[config.mk]
export PLATFORM = sky130hd
export DESIGN_NAME = least_work_queue_dispatcher_unit_flat
export DESIGN_NICKNAME = d
export VERILOG_FILES = /design/src/hw/rtl/lwqd_pkg.sv /design/src/hw/rtl/lwqd_if.sv /design/src/hw/rtl/least_work_queue_dispatcher_unit.sv /design/src/hw/rtl/lwqd_ctrl.sv /design/src/hw/rtl/lwqd_dpath.sv /design/src/flat_wrapper.sv
export VERILOG_INCLUDE_DIRS = /design/src /design/src/hw/rtl
export SDC_FILE = /design/constraint.sdc
export NUM_CORES = 2
export LEC_CHECK = 0
export BUFFER_PORTS_ARGS = -buffer_cell sky130_fd_sc_hd__buf_2
export CORE_MARGIN = 3
export CORE_UTILIZATION = 45
export CTS_BUF_LIST = sky130_fd_sc_hd__clkbuf_8
export DETAILED_ROUTE_END_ITERATION = 10
export PLACE_DENSITY = 0.61
export SYNTH_ARGS = -nofsm -noshare
export SYNTH_HDL_FRONTEND = slang
export SYNTH_SLANG_ARGS = --single-unit
[constraint.sdc]
create_clock -name i_clk -period 5.2 [get_ports i_clk]
set_input_delay 0.26 -clock i_clk [delete_from_list [all_inputs] [get_ports i_clk]]
set_output_delay 0.26 -clock i_clk [all_outputs]
set_load 0.05 [all_outputs]
[src/hw/rtl/least_work_queue_dispatcher_unit_assert.svh]
// ----------------------------------------------------------------------------
// Assertion macros for the least work queue dispatcher
// Shared property wrappers, clocked on the rising edge, off during reset.
// ----------------------------------------------------------------------------
`ifndef LEAST_WORK_QUEUE_DISPATCHER_UNIT_ASSERT_SVH
`define LEAST_WORK_QUEUE_DISPATCHER_UNIT_ASSERT_SVH

// Consequent must hold in the same cycle as the antecedent
`define LWQD_ASSERT_NOW(label, clk, rst_n, ante, cons, msg) \
    label: assert property (@(posedge clk) disable iff (!rst_n) (ante) |-> (cons)) \
        else $error(msg);

// Consequent must hold in the cycle after the antecedent
`define LWQD_ASSERT_NEXT(label, clk, rst_n, ante, cons, msg) \
    label: assert property (@(posedge clk) disable iff (!rst_n) (ante) |=> (cons)) \
        else $error(msg);

`endif

[src/hw/rtl/lwqd_pkg.sv]
// ----------------------------------------------------------------------------
// lwqd_pkg
// Types and codes shared by the least work queue dispatcher modules.
// ----------------------------------------------------------------------------
`timescale 1ns / 1ps

package lwqd_pkg;

    // Fixed field widths
    localparam int ID_BITS   = 8;
    localparam int WORK_BITS = 8;
    localparam int FUNC_W    = 2;
    localparam int SRV_W     = 2;
    localparam int STAT_W    = 2;

    // Request function codes
    localparam logic [FUNC_W-1:0] FUNC_ARRIVE = 2'd0;
    localparam logic [FUNC_W-1:0] FUNC_READY  = 2'd1;
    localparam logic [FUNC_W-1:0] FUNC_FINISH = 2'd2;

    // Result status codes
    localparam logic [STAT_W-1:0] STAT_OK    = 2'd0;
    localparam logic [STAT_W-1:0] STAT_FULL  = 2'd1;
    localparam logic [STAT_W-1:0] STAT_EMPTY = 2'd2;

    // One result item
    typedef struct packed {
        logic [1:0]           queue_index;
        logic [ID_BITS-1:0]   released_id;
        logic [WORK_BITS-1:0] released_work;
        logic [4:0]           queue_length;
        logic [11:0]          queue_work_total;
        logic                 serve_granted;
        logic                 wake_server;
        logic [STAT_W-1:0]    status;
    } t_result;

    // Controller to datapath commands
    typedef struct packed {
        logic load;    // capture the request
        logic lookup;  // pick queue, read job store
        logic commit;  // update queue state, load result register
    } t_cmd;

    // Controller states
    typedef enum logic [1:0] {
        S_IDLE,
        S_LOOKUP,
        S_COMMIT
    } t_state;

endpackage

[src/hw/rtl/lwqd_if.sv]
// ----------------------------------------------------------------------------
// lwqd_if
// Valid/ready channels for dispatcher requests and results.
// ----------------------------------------------------------------------------
`timescale 1ns / 1ps

// Request channel
interface lwqd_job_if;
    logic                           valid;
    logic                           ready;
    logic [lwqd_pkg::FUNC_W-1:0]    func;
    logic [lwqd_pkg::ID_BITS-1:0]   job_id;
    logic [lwqd_pkg::WORK_BITS-1:0] work_amount;
    logic [lwqd_pkg::SRV_W-1:0]     server_index;

    modport source (output valid, func, job_id, work_amount, server_index, input ready);
    modport sink   (input valid, func, job_id, work_amount, server_index, output ready);
endinterface

// Result channel
interface lwqd_res_if;
    logic                           valid;
    logic                           ready;
    logic [1:0]                     queue_index;
    logic [lwqd_pkg::ID_BITS-1:0]   released_id;
    logic [lwqd_pkg::WORK_BITS-1:0] released_work;
    logic [4:0]                     queue_length;
    logic [11:0]                    queue_work_total;
    logic                           serve_granted;
    logic                           wake_server;
    logic [lwqd_pkg::STAT_W-1:0]    status;

    modport source (output valid, queue_index, released_id, released_work, queue_length,
                    queue_work_total, serve_granted, wake_server, status, input ready);
    modport sink   (input valid, queue_index, released_id, released_work, queue_length,
                    queue_work_total, serve_granted, wake_server, status, output ready);
endinterface

[src/hw/rtl/least_work_queue_dispatcher_unit.sv]
// ----------------------------------------------------------------------------
// least_work_queue_dispatcher_unit
// Dispatches jobs to per-server FIFOs, picking the queue with least work.
//
// Usage:
//   i_job carries one request per transfer: func selects job arrival,
//   server ready or server finished; job_id and work_amount apply to an
//   arrival, server_index to ready and finish.
//   o_res returns exactly one result per request, in request order.
//   An item is taken, then the chosen queue is looked up and the job
//   store read into a register, and then the queue state is updated and
//   the result registered. One request is in flight at a time: a new
//   request is taken only after the current one has been updated.
//   A result waiting in the output register does not stop the next request
//   from being taken; that request holds before its update until the
//   result has been transferred.
//   Reset clears all queue pointers, counts, work totals and waiting flags.
//   The job store needs no clearing.
// ----------------------------------------------------------------------------
`timescale 1ns / 1ps
`include "least_work_queue_dispatcher_unit_assert.svh"

module least_work_queue_dispatcher_unit #(
    parameter int NUM_QUEUES  = 4,
    parameter int QUEUE_DEPTH = 16
) (
    input  logic       i_clk,
    input  logic       i_rst_n,
    lwqd_job_if.sink   i_job,
    lwqd_res_if.source o_res
);

    lwqd_pkg::t_cmd    w_cmd;
    lwqd_pkg::t_result w_res;

    // Sequencer
    lwqd_ctrl u_ctrl (
        .i_clk       (i_clk),
        .i_rst_n     (i_rst_n),
        .i_in_valid  (i_job.valid),
        .o_in_ready  (i_job.ready),
        .o_out_valid (o_res.valid),
        .i_out_ready (o_res.ready),
        .o_cmd       (w_cmd)
    );

    // Queue state and job store
    lwqd_dpath #(
        .NUM_QUEUES  (NUM_QUEUES),
        .QUEUE_DEPTH (QUEUE_DEPTH)
    ) u_dpath (
        .i_clk          (i_clk),
        .i_rst_n        (i_rst_n),
        .i_cmd          (w_cmd),
        .i_func         (i_job.func),
        .i_job_id       (i_job.job_id),
        .i_work_amount  (i_job.work_amount),
        .i_server_index (i_job.server_index),
        .o_res          (w_res)
    );

    // Result fields
    assign o_res.queue_index      = w_res.queue_index;
    assign o_res.released_id      = w_res.released_id;
    assign o_res.released_work    = w_res.released_work;
    assign o_res.queue_length     = w_res.queue_length;
    assign o_res.queue_work_total = w_res.queue_work_total;
    assign o_res.serve_granted    = w_res.serve_granted;
    assign o_res.wake_server      = w_res.wake_server;
    assign o_res.status           = w_res.status;

    // Handshake terms for the checks
    logic w_job_take;
    logic w_res_free;

    assign w_job_take = i_job.valid && i_job.ready;
    assign w_res_free = !o_res.valid || o_res.ready;

    // Checks
    `LWQD_ASSERT_NEXT(a_busy_after_take, i_clk, i_rst_n, w_job_take, !i_job.ready, "taken when busy")
    `LWQD_ASSERT_NOW(a_no_overwrite, i_clk, i_rst_n, w_cmd.commit, w_res_free, "result overwritten")
    `LWQD_ASSERT_NEXT(a_commit_shows, i_clk, i_rst_n, w_cmd.commit, o_res.valid, "result not shown")

endmodule

[src/hw/rtl/lwqd_ctrl.sv]
// ----------------------------------------------------------------------------
// lwqd_ctrl
// Sequencer: accept, lookup, commit; owns the result valid flag.
// ----------------------------------------------------------------------------
`timescale 1ns / 1ps

module lwqd_ctrl (
    input  logic           i_clk,
    input  logic           i_rst_n,
    input  logic           i_in_valid,
    output logic           o_in_ready,
    output logic           o_out_valid,
    input  logic           i_out_ready,
    output lwqd_pkg::t_cmd o_cmd
);

    lwqd_pkg::t_state r_state, n_state;
    logic             r_out_valid, n_out_valid;

    // State and result flag registers
    always_ff @(posedge i_clk) begin
        if (!i_rst_n) begin
            r_state     <= lwqd_pkg::S_IDLE;
            r_out_valid <= 1'b0;
        end else begin
            r_state     <= n_state;
            r_out_valid <= n_out_valid;
        end
    end

    // Next state and commands
    always_comb begin
        n_state    = r_state;
        o_cmd      = '0;
        o_in_ready = 1'b0;
        unique case (r_state)
            lwqd_pkg::S_IDLE: begin
                o_in_ready = 1'b1;
                if (i_in_valid) begin
                    o_cmd.load = 1'b1;
                    n_state    = lwqd_pkg::S_LOOKUP;
                end
            end
            lwqd_pkg::S_LOOKUP: begin
                o_cmd.lookup = 1'b1;
                n_state      = lwqd_pkg::S_COMMIT;
            end
            lwqd_pkg::S_COMMIT: begin
                // wait until the result register is free or being drained
                if (!r_out_valid || i_out_ready) begin
                    o_cmd.commit = 1'b1;
                    n_state      = lwqd_pkg::S_IDLE;
                end
            end
            default: begin
                n_state = lwqd_pkg::S_IDLE;
            end
        endcase
    end

    // Result valid: set on commit, cleared on transfer
    always_comb begin
        priority if (o_cmd.commit) begin
            n_out_valid = 1'b1;
        end else if (i_out_ready) begin
            n_out_valid = 1'b0;
        end else begin
            n_out_valid = r_out_valid;
        end
    end

    assign o_out_valid = r_out_valid;

endmodule

[src/hw/rtl/lwqd_dpath.sv]
// ----------------------------------------------------------------------------
// lwqd_dpath
// Queue state, job store, least-work selection and result register.
// ----------------------------------------------------------------------------
`timescale 1ns / 1ps

module lwqd_dpath #(
    parameter int NUM_QUEUES  = 4,
    parameter int QUEUE_DEPTH = 16
) (
    input  logic                           i_clk,
    input  logic                           i_rst_n,
    input  lwqd_pkg::t_cmd                 i_cmd,
    input  logic [lwqd_pkg::FUNC_W-1:0]    i_func,
    input  logic [lwqd_pkg::ID_BITS-1:0]   i_job_id,
    input  logic [lwqd_pkg::WORK_BITS-1:0] i_work_amount,
    input  logic [lwqd_pkg::SRV_W-1:0]     i_server_index,
    output lwqd_pkg::t_result              o_res
);

    localparam int QIW     = (NUM_QUEUES > 1) ? $clog2(NUM_QUEUES) : 1;
    localparam int PW      = $clog2(QUEUE_DEPTH);
    localparam int CW      = $clog2(QUEUE_DEPTH + 1);
    localparam int TW      = lwqd_pkg::WORK_BITS + CW;
    localparam int STORE_N = NUM_QUEUES * QUEUE_DEPTH;
    localparam int AW      = $clog2(STORE_N);
    localparam int EW      = lwqd_pkg::ID_BITS + lwqd_pkg::WORK_BITS;
    localparam int NQP     = 1 << $clog2(NUM_QUEUES);

    // Captured request
    logic [lwqd_pkg::FUNC_W-1:0]    r_func;
    logic [lwqd_pkg::ID_BITS-1:0]   r_id;
    logic [lwqd_pkg::WORK_BITS-1:0] r_work;
    logic [lwqd_pkg::SRV_W-1:0]     r_srv;

    // Per-queue state
    logic [PW-1:0] r_wptr [NUM_QUEUES];
    logic [PW-1:0] r_rptr [NUM_QUEUES];
    logic [CW-1:0] r_count [NUM_QUEUES];
    logic [TW-1:0] r_total [NUM_QUEUES];
    logic          r_waiting [NUM_QUEUES];

    // Job store
    logic [EW-1:0] r_mem [STORE_N];
    logic [EW-1:0] r_rd_data;

    // Lookup results
    logic [QIW-1:0] r_q;
    logic           r_q_ok;

    lwqd_pkg::t_result r_res;

    // Request capture
    always_ff @(posedge i_clk) begin
        if (i_cmd.load) begin
            r_func <= i_func;
            r_id   <= i_job_id;
            r_work <= i_work_amount;
            r_srv  <= i_server_index;
        end
    end

    // Least-work tree, ties resolve to the lower index
    logic [TW-1:0]  w_node_tot [2*NQP-1];
    logic [QIW-1:0] w_node_idx [2*NQP-1];

    for (genvar g = 0; g < NQP; g++) begin : g_leaf
        if (g < NUM_QUEUES) begin : g_real
            assign w_node_tot[NQP-1+g] = r_total[g];
            assign w_node_idx[NQP-1+g] = QIW'(g);
        end else begin : g_pad
            assign w_node_tot[NQP-1+g] = '1;
            assign w_node_idx[NQP-1+g] = QIW'(g);
        end
    end

    for (genvar k = 0; k < NQP - 1; k++) begin : g_node
        logic w_take_right;
        assign w_take_right  = w_node_tot[2*k+2] < w_node_tot[2*k+1];
        assign w_node_tot[k] = w_take_right ? w_node_tot[2*k+2] : w_node_tot[2*k+1];
        assign w_node_idx[k] = w_take_right ? w_node_idx[2*k+2] : w_node_idx[2*k+1];
    end

    // Target queue for the captured request
    logic [QIW+1:0] w_srv_ext;
    logic           w_srv_ok;
    logic [QIW-1:0] w_target;
    logic           w_target_ok;
    logic [AW-1:0]  w_rd_addr;

    assign w_srv_ext   = (QIW+2)'(r_srv);
    assign w_srv_ok    = int'(r_srv) < NUM_QUEUES;
    assign w_target    = (r_func == lwqd_pkg::FUNC_ARRIVE) ? w_node_idx[0]
                                                           : w_srv_ext[QIW-1:0];
    assign w_target_ok = (r_func == lwqd_pkg::FUNC_ARRIVE) || w_srv_ok;
    assign w_rd_addr   = w_target_ok ? AW'(w_target) * AW'(QUEUE_DEPTH) + AW'(r_rptr[w_target])
                                     : '0;

    // Lookup registers and store read
    always_ff @(posedge i_clk) begin
        if (i_cmd.lookup) begin
            r_q       <= w_target;
            r_q_ok    <= w_target_ok;
            r_rd_data <= r_mem[w_rd_addr];
        end
    end

    // Commit logic
    logic [CW-1:0]                  w_cnt, n_cnt;
    logic [TW-1:0]                  w_tot, n_tot;
    logic [PW-1:0]                  w_wp, n_wp, w_rp, n_rp;
    logic                           w_wait, n_wait;
    logic                           w_we, w_grant, w_wake;
    logic [lwqd_pkg::STAT_W-1:0]    w_status;
    logic [lwqd_pkg::ID_BITS-1:0]   w_rel_id;
    logic [lwqd_pkg::WORK_BITS-1:0] w_rel_work;
    logic [AW-1:0]                  w_wr_addr;

    assign w_cnt  = r_q_ok ? r_count[r_q] : '0;
    assign w_tot  = r_q_ok ? r_total[r_q] : '0;
    assign w_wp   = r_q_ok ? r_wptr[r_q] : '0;
    assign w_rp   = r_q_ok ? r_rptr[r_q] : '0;
    assign w_wait = r_q_ok ? r_waiting[r_q] : 1'b0;

    always_comb begin
        n_cnt      = w_cnt;
        n_tot      = w_tot;
        n_wp       = w_wp;
        n_rp       = w_rp;
        n_wait     = w_wait;
        w_we       = 1'b0;
        w_grant    = 1'b0;
        w_wake     = 1'b0;
        w_status   = lwqd_pkg::STAT_OK;
        w_rel_id   = '0;
        w_rel_work = '0;
        unique case (r_func)
            lwqd_pkg::FUNC_ARRIVE: begin
                if (w_cnt >= CW'(QUEUE_DEPTH)) begin
                    w_status = lwqd_pkg::STAT_FULL;
                end else begin
                    w_we  = 1'b1;
                    n_wp  = (w_wp == PW'(QUEUE_DEPTH - 1)) ? '0 : w_wp + 1'b1;
                    n_cnt = w_cnt + 1'b1;
                    n_tot = w_tot + TW'(r_work);
                    // first job into an empty queue wakes a waiting server
                    if (w_cnt == '0 && w_wait) begin
                        w_wake = 1'b1;
                        n_wait = 1'b0;
                    end
                end
            end
            lwqd_pkg::FUNC_READY: begin
                if (r_q_ok) begin
                    if (w_cnt != '0) begin
                        w_grant = 1'b1;
                    end else begin
                        n_wait = 1'b1;
                    end
                end
            end
            lwqd_pkg::FUNC_FINISH: begin
                if (r_q_ok) begin
                    if (w_cnt == '0) begin
                        w_status = lwqd_pkg::STAT_EMPTY;
                    end else begin
                        w_rel_id   = r_rd_data[EW-1:lwqd_pkg::WORK_BITS];
                        w_rel_work = r_rd_data[lwqd_pkg::WORK_BITS-1:0];
                        n_rp  = (w_rp == PW'(QUEUE_DEPTH - 1)) ? '0 : w_rp + 1'b1;
                        n_cnt = w_cnt - 1'b1;
                        n_tot = (w_tot >= TW'(w_rel_work)) ? w_tot - TW'(w_rel_work) : '0;
                    end
                end
            end
            default: begin
                // unused code: report only
            end
        endcase
    end

    assign w_wr_addr = AW'(r_q) * AW'(QUEUE_DEPTH) + AW'(w_wp);

    // Store write
    always_ff @(posedge i_clk) begin
        if (i_cmd.commit && w_we) begin
            r_mem[w_wr_addr] <= {r_id, r_work};
        end
    end

    // Queue state update
    always_ff @(posedge i_clk) begin
        if (!i_rst_n) begin
            for (int q = 0; q < NUM_QUEUES; q++) begin
                r_wptr[q]    <= '0;
                r_rptr[q]    <= '0;
                r_count[q]   <= '0;
                r_total[q]   <= '0;
                r_waiting[q] <= 1'b0;
            end
        end else if (i_cmd.commit && r_q_ok) begin
            r_wptr[r_q]    <= n_wp;
            r_rptr[r_q]    <= n_rp;
            r_count[r_q]   <= n_cnt;
            r_total[r_q]   <= n_tot;
            r_waiting[r_q] <= n_wait;
        end
    end

    // Result register
    logic [QIW+1:0] w_q_ext;
    logic [CW+4:0]  w_cnt_ext;
    logic [TW+11:0] w_tot_ext;

    assign w_q_ext   = (QIW+2)'(r_q);
    assign w_cnt_ext = (CW+5)'(n_cnt);
    assign w_tot_ext = (TW+12)'(n_tot);

    always_ff @(posedge i_clk) begin
        if (i_cmd.commit) begin
            // non-arrival requests echo the addressed server, even out of range
            r_res.queue_index      <= (r_func == lwqd_pkg::FUNC_ARRIVE) ? w_q_ext[1:0] : r_srv;
            r_res.released_id      <= w_rel_id;
            r_res.released_work    <= w_rel_work;
            r_res.queue_length     <= r_q_ok ? w_cnt_ext[4:0] : 5'd0;
            r_res.queue_work_total <= r_q_ok ? w_tot_ext[11:0] : 12'd0;
            r_res.serve_granted    <= w_grant;
            r_res.wake_server      <= w_wake;
            r_res.status           <= w_status;
        end
    end

    assign o_res = r_res;

endmodule
[src/flat_wrapper.sv]
// flat-port wrapper written by rule: the top's interface ports become plain ports
module least_work_queue_dispatcher_unit_flat 
#(
    parameter int NUM_QUEUES  = 4,
    parameter int QUEUE_DEPTH = 16
)
  (i_clk, i_rst_n, i_job_valid, i_job_func, i_job_job_id, i_job_work_amount, i_job_server_index, i_job_ready, o_res_valid, o_res_queue_index, o_res_released_id, o_res_released_work, o_res_queue_length, o_res_queue_work_total, o_res_serve_granted, o_res_wake_server, o_res_status, o_res_ready);
  lwqd_job_if i_job_i ();
  lwqd_res_if o_res_i ();
  input  logic i_clk;
  input  logic i_rst_n;
  input wire logic [$bits(i_job_i.valid)-1:0] i_job_valid;
  input wire logic [$bits(i_job_i.func)-1:0] i_job_func;
  input wire logic [$bits(i_job_i.job_id)-1:0] i_job_job_id;
  input wire logic [$bits(i_job_i.work_amount)-1:0] i_job_work_amount;
  input wire logic [$bits(i_job_i.server_index)-1:0] i_job_server_index;
  output wire logic [$bits(i_job_i.ready)-1:0] i_job_ready;
  output wire logic [$bits(o_res_i.valid)-1:0] o_res_valid;
  output wire logic [$bits(o_res_i.queue_index)-1:0] o_res_queue_index;
  output wire logic [$bits(o_res_i.released_id)-1:0] o_res_released_id;
  output wire logic [$bits(o_res_i.released_work)-1:0] o_res_released_work;
  output wire logic [$bits(o_res_i.queue_length)-1:0] o_res_queue_length;
  output wire logic [$bits(o_res_i.queue_work_total)-1:0] o_res_queue_work_total;
  output wire logic [$bits(o_res_i.serve_granted)-1:0] o_res_serve_granted;
  output wire logic [$bits(o_res_i.wake_server)-1:0] o_res_wake_server;
  output wire logic [$bits(o_res_i.status)-1:0] o_res_status;
  input wire logic [$bits(o_res_i.ready)-1:0] o_res_ready;
  assign i_job_i.valid = i_job_valid;
  assign i_job_i.func = i_job_func;
  assign i_job_i.job_id = i_job_job_id;
  assign i_job_i.work_amount = i_job_work_amount;
  assign i_job_i.server_index = i_job_server_index;
  assign i_job_ready = i_job_i.ready;
  assign o_res_valid = o_res_i.valid;
  assign o_res_queue_index = o_res_i.queue_index;
  assign o_res_released_id = o_res_i.released_id;
  assign o_res_released_work = o_res_i.released_work;
  assign o_res_queue_length = o_res_i.queue_length;
  assign o_res_queue_work_total = o_res_i.queue_work_total;
  assign o_res_serve_granted = o_res_i.serve_granted;
  assign o_res_wake_server = o_res_i.wake_server;
  assign o_res_status = o_res_i.status;
  assign o_res_i.ready = o_res_ready;
  least_work_queue_dispatcher_unit #(.NUM_QUEUES(NUM_QUEUES), .QUEUE_DEPTH(QUEUE_DEPTH)) u_core (.i_clk(i_clk), .i_rst_n(i_rst_n), .i_job(i_job_i), .o_res(o_res_i));
endmodule
# [Word-level counts from Yosys, hierarchy flattened]
# Memories as Yosys holds them, arrays and structs flattened. A register that Yosys moved wholly into a read port is not among the register bits.
# Index checks and enable logic that the tools add are counted.
# Widths: inputs -> output; s select.
[totals] regBits=64 mem_bits_rw=1132 inputBits=24 out_inout_bits=41 word_cells=129 n_memories=6
[memory_table] name="u_core.u_dpath.r_mem" depth=64 width=16 rd=1 rd_ports_with_merged_regs=1 wr=1 line_no="lwqd_dpath.sv:44" text="logic [EW-1:0] r_mem [STORE_N];"
[memory_table] name="u_core.u_dpath.r_total" depth=4 width=13 rd=5 rd_ports_with_merged_regs=1 wr=4 line_no="lwqd_dpath.sv:40" text="logic [TW-1:0] r_total [NUM_QUEUES];"
[memory_table] name="u_core.u_dpath.r_count" depth=4 width=5 rd=1 rd_ports_with_merged_regs=1 wr=4 line_no="lwqd_dpath.sv:39" text="logic [CW-1:0] r_count [NUM_QUEUES];"
[memory_table] name="u_core.u_dpath.r_rptr" depth=4 width=4 rd=2 rd_ports_with_merged_regs=1 wr=4 line_no="lwqd_dpath.sv:38" text="logic [PW-1:0] r_rptr [NUM_QUEUES];"
[memory_table] name="u_core.u_dpath.r_wptr" depth=4 width=4 rd=1 rd_ports_with_merged_regs=1 wr=4 line_no="lwqd_dpath.sv:37" text="logic [PW-1:0] r_wptr [NUM_QUEUES];"
[memory_table] name="u_core.u_dpath.r_waiting" depth=4 width=1 rd=1 rd_ports_with_merged_regs=1 wr=4 line_no="lwqd_dpath.sv:41" text="logic r_waiting [NUM_QUEUES];"
[op_classes] n_addsub=8 n_lt_le_gt_ge=5 n_eq_ne=8 mux=68 n_bitwise=2 n_reduce_logical=17
[op_table] cell="$mux 13" count=6
[op_table] cell="$lt 13x13->1" count=3
[op_table] cell="$mux 2" count=16
[op_table] cell="$mux 4" count=8
[op_table] cell="$mux 1" count=30
[op_table] cell="$pmux 13 s2" count=1
[op_table] cell="$mux 5" count=3
[op_table] cell="$add 13x8->13" count=1
[op_table] cell="$ge 13x8->1" count=1
[op_table] cell="$reduce_or 13->1" count=1
[op_table] cell="$sub 13x8->13" count=1
[op_table] cell="$add 6x4->6" count=2
[op_table] cell="$pmux 5 s2" count=1
[op_table] cell="$add 4x1->4 const B" count=2
[op_table] cell="$eq 4x4->1 const B" count=2
[op_table] cell="$reduce_or 4->1" count=2
[op_table] cell="$pmux 2 s3" count=1
[op_table] cell="$add 5x1->5 const B" count=1
[op_table] cell="$ge 5x5->1 const B" count=1
[op_table] cell="$logic_not 5->1" count=1
[op_table] cell="$reduce_bool 5->1" count=1
[op_table] cell="$reduce_or 5->1" count=1
[op_table] cell="$sub 5x1->5 const B" count=1
[op_table] cell="$eq 2x1->1 const B" count=2
[op_table] cell="14 further kinds" count=19

# [Longest topological paths before layout]
[logic_depth] word_depth=9 mapped_depth=29 mapped_depth_nobuf=22

# [By module]
# From an unflattened synthesis, not the netlist that was laid out.
[hier_totals] cells_unflattened=3646 area_unflattened_um2=49650.1
[by_module_without_submodules] mod="lwqd_dpath" n_inst=1 cells_each=3632 area_each_um2=49503.7 seq_area_each_um2=36314.8
[by_module_without_submodules] mod="lwqd_ctrl" n_inst=1 cells_each=14 area_each_um2=146.4 seq_area_each_um2=60.1

# [Least setup slack after synthesis]
# Ideal clock, no wire load.
[synth_timing] kind="register to register" startpoint="mem u_core.u_dpath.r_total[3][4] (netlist name)" endpoint="reg u_core.u_dpath.r_rd_data[14], read port of u_core.u_dpath.r_mem, data pin" setup_ns=0.275 arrival_time_ns=5.433 required_ns=4.925 path_slack_ns=-0.509 path_stages_with_launch=26 n_path_buf=5 period_less_slack_ns=5.709 path_cell_list="edfxtp_1 ha_1 a21oi_1 o211ai_1 and4_1 buf_2 nor2_1 clkbuf_1 nand2_1 o21ai_0 ha_1 a211oi_1 nor2_1 a211oi_1 nor3b_1 a311oi_2 or3_1 buf_6 inv_4 nand3_2 buf_6 nand2_8 buf_8 mux4_2 a2111oi_0 o22ai_1"
[synth_lines] element="start, declared" line_no="lwqd_dpath.sv:40"
[synth_lines] element="end, declared" line_no="lwqd_dpath.sv:45" text="logic [EW-1:0] r_rd_data;"

==> results.py <==
metrics = {
    "routing": {
        "ant_nets": 0,
        "first_pass_iters": 6,
        "drtIter0Drc": 3924,
        "wl_microns": 153800,
        "met3_length_microns": 13760,
        "wl_met2_microns": 72000,
        "drc_errors": 0,
        "route.top_layer_used": "met5",
        "wl_per_cell_microns": 27.01,
        "via_per_inst": 5.861,
        "num_vias": 33380,
        "wl_met1_microns": 62390,
    },
    "critical_path": {
        "crit_slowest_cell": "or4_4",
        "r2r_end": "u_core.u_dpath.r_rd_data[2]$_DFFE_PN_",
        "criticalPathCategory": "reg2reg",
        "cp_data_required_time_ns": 5.93,
        "reg2regPathDepth": 23,
        "critPathLaunchType": "flop",
        "reg2reg_slack_ns": -0.73,
        "max_stage_delay_ns": 0.52,
        "crit_arrival_ns": 6.66,
        "crit_path_max_fanout": 10,
        "worstSetupEndpointType": "flop",
        "reg2reg_from": "u_core.u_dpath.r_total[1][6]$_SDFFCE_PN0P_",
        "path_cells": "ha_1 -> a21oi_2 -> o21a_1 -> o221ai_4 -> nor2_4 -> buf_2 -> a21oi_1 -> ha_1 -> nand4_1 -> or4_4 -> a2111o_1 -> a221o_1 -> and4_4 -> buf_4 -> o211ai_1 -> buf_4 -> a21o_1 -> buf_12 -> buf_6 -> a211oi_1 -> a221o_1 -> nor4_4 -> a31o_1",
    },
    "min_path": {
        "hp-class": "in2reg",
        "holdPathStages": 2,
        "holdPathEnd": "u_core.u_dpath.r_func[0]$_DFFE_PP_",
        "hp-start": "i_job_func[0]",
    },
    "cts": {
        "cts_sinks": 1214,
        "cts_tree": "done",
        "cts-root-buf": "clkbuf_8",
        "h-tree-depth": 4,
        "path_clk_slew_ns": 0.07,
        "clock_latency_ns": 0.88,
        "clockBufferDepth": 3,
        "cts_buffers": 194,
    },
    "status": {
        "failed_checks": "negative setup slack",
        "status": "complete, but fails checks",
    },
    "timing": {
        "holdWs_ns": 0.09475,
        "fin_skew_ns": 0.04905,
        "hold_viol": 0,
        "relSlewSlack_pct": 11.38,
        "setup_tns_ns": -10.21,
        "final.min_clock_period_ns": 5.934,
        "slew_viol_final": 0,
        "fmax_ghz": 0.1685,
        "fin_crit_sh_pct": 114.1,
        "setup_viol": 16,
        "worstMarginPinSlew_ns": 1.329,
        "rsz0062_at_grt": "yes",
        "fin_ws_ns": -0.7336,
    },
    "layout": {
        "area.growth.synth_to_final_pct": 24.44,
        "fin_area_sq_um": 62930,
        "drive_gt1_share_pct": 26.90,
        "final_core_util_pct": 56.63,
        "nets": 4120,
        "fin_cells": 5695,
    },
    "place": {
        "dp_hpwl_microns": 95050,
        "gp_congestion": 0.9195,
        "port_buffers": 64,
        "placed_area_sq_um": 55670,
        "dp_cells": 5182,
        "preCtsSetupSlack_ns": -1.537,
    },
    "floorplan": {
        "die_h_microns": 341.2,
        "core-area_sq_um": 111100,
        "start_util_pct": 45.51,
        "rows": 122,
        "die_x_microns": 341.2,
        "die_area_sq_um": 116400,
        "ioPinCount": 65,
    },
    "power_and_ir_drop": {
        "p_clk_share_pct": 30.9,
        "p_seq_share_pct": 44.9,
        "leakagePower_nw": 22.84,
        "p_int_mw": 17.23,
        "power.switching_mw": 7.206,
        "combPwrFrac_pct": 24.2,
        "p_sw_share_pct": 29.49,
        "p_total_mw": 24.43,
        "ir_worst_vdd_mv": 0.2101,
        "power_density_nw_per_um2": 388.2,
    },
    "synth": {
        "synth_edf_count": 1206,
        "synth-main-ff-cell": "edfxtp_1",
        "ys_top_cells_by_count": "edfxtp_1 (1,206), nand2_1 (304), nand3_1 (249), mux2i_1 (232), nor2_1 (216)",
        "synth_nets": 3504,
        "yosysTopAreaCellShare_pct": 71.61,
        "async_flop_share_pct": 0,
        "yosys.area.top_type": "edfxtp_1",
        "syn_area_sq_um": 50570,
        "yosysMostFrequentCell": "edfxtp_1",
        "synthTopCellsByArea": "edfxtp_1 (72%), mux2i_1 (4.6%), nand3_1 (2.5%), nand2_1 (2.3%), nor2_1 (1.6%)",
        "synth_cells": 3422,
        "seq_area_frac_synth_pct": 71.93,
        "yosysWarnings": 0,
        "synth.avg_cell_area_sq_um": 14.78,
        "synth.distinct_cells": 80,
        "ys_ff_latch": 1214,
    },
    "grt": {
        "grt_use_total_pct": 25.69,
        "grt_pass1_vias": 32330,
        "grt_max_degree": 65,
        "overflow": 0,
        "grt_pass1_wl_microns": 219300,
        "antenna_found_initial": 4,
    },
    "run": {
        "max_cap_viol_count": 0,
    },
}
## per-layer routing
metal / track usage [%] / vias to the layer above
li1: - / 14640
met1: 35.15 / 16760
met2: 40.85 / 1668
met3: 5.113 / 308
met4: 9.633 / 2
met5: 0 / -
## timing repair
action	in CTS	in global routing
hold buffers	25	0
buffers inserted	55	56
hold endpoints to repair	32	0
gates cloned	16	10
pin swaps	93	80
setup endpoints to repair	16	16
gates resized for setup	217	198
## cell usage in the layout, fill, tap and decap left out, types with 34 or more instances in the layout
cell	count
edfxtp_1	1206
buf_4	374
nand2_1	299
nand3_1	245
mux2i_1	211
nor2_1	205
clkbuf_8	195
inv_1	147
o21ai_0	144
and3_1	86
buf_12	70
buf_2	65
clkinv_1	53
a32oi_1	52
ha_1	48
buf_6	47
a211oi_1	45
a21oi_1	34
## power by group through the flow
stage | sequential (mW) | clock, mW | combinational [mW]
floorplan | 11.2 | 0 | 2.44
global placement | 11.2 | 0 | 4.46
detailed placement | 11.2 | 0 | 4.48
CTS | 11.0 | 7.67 | 5.29
global route | 11.0 | 8.14 | 6.18
finish | 11.0 | 7.55 | 5.90
## sequential cells by signal, summed over array words and instances (netlist names), named ones only
signal                     count
u_core.u_dpath.r_func          2
u_core.u_dpath.r_total        52
u_core.u_dpath.r_rd_data      16
u_core.u_ctrl.o_out_valid      1
u_core.u_dpath.r_work          8
u_core.u_dpath.r_srv           2
u_core.u_dpath.r_waiting       4
u_core.u_dpath.o_res          39
u_core.u_dpath.r_mem        1024
u_core.u_dpath.r_id            8
u_core.u_dpath.r_q             2
u_core.u_dpath.r_wptr         16
u_core.u_dpath.r_count        20
u_core.u_ctrl.r_state          2
u_core.u_dpath.r_rptr         16
## final cells by class
type | count | area (sq um)
well taps | 1488 | 1862
clock buffers | 195 | 2684
inverters | 87 | 331.6
repair buffers | 627 | 6402
multi-input cells | 1914 | 14410
diodes | 6 | 15.01
clock inverters | 164 | 845.8
fillers | 8905 | 48200
flip-flops and latches | 1214 | 36380
## worst max-delay path: cells and delay by family, from the launching register on
family	cells	cell delay [ns]
compound gates	11	2.26
flops	1	0.42
fa+ha+maj	2	0.66
simple gates	5	1.63
buf+inv	5	0.84
## cells by family after synthesis
| family | share of synthesized area, % |
|---|---|
| fa+ha+maj | 1.465 |
| xor+xnor | 0.1212 |
| buf+inv | 2.766 |
| mux | 6.307 |
| compound gates | 7.593 |
| simple gates | 9.820 |
| flops | 71.93 |
## worst max-delay path by stage
stage / start / slack [ns] / cells after the start / endpoint
4_1_cts: u_core.u_dpath.r_total[0][4]$_SDFFCE_PN0P_ / -0.55 / 25 / u_core.u_dpath.r_rd_data[2]$_DFFE_PN_
3_5_place_dp: u_core.u_dpath.r_total[1][10]$_SDFFCE_PN0P_ / -1.54 / 25 / u_core.u_dpath.r_rd_data[5]$_DFFE_PN_
2_1_floorplan: u_core.u_dpath.r_total[3][1]$_DFFE_PP_ / 0.01 / 20 / u_core.u_dpath.r_rd_data[4]$_DFFE_PN_
6_report: u_core.u_dpath.r_total[1][6]$_SDFFCE_PN0P_ / -0.73 / 23 / u_core.u_dpath.r_rd_data[2]$_DFFE_PN_
3_3_place_gp: u_core.u_dpath.r_total[1][10]$_SDFFCE_PN0P_ / -1.47 / 24 / u_core.u_dpath.r_rd_data[4]$_DFFE_PN_
5_1_grt: u_core.u_dpath.r_total[1][6]$_SDFFCE_PN0P_ / -0.89 / 26 / u_core.u_dpath.r_rd_data[4]$_DFFE_PN_
Note: power is estimated with default switching activity, not from simulation.
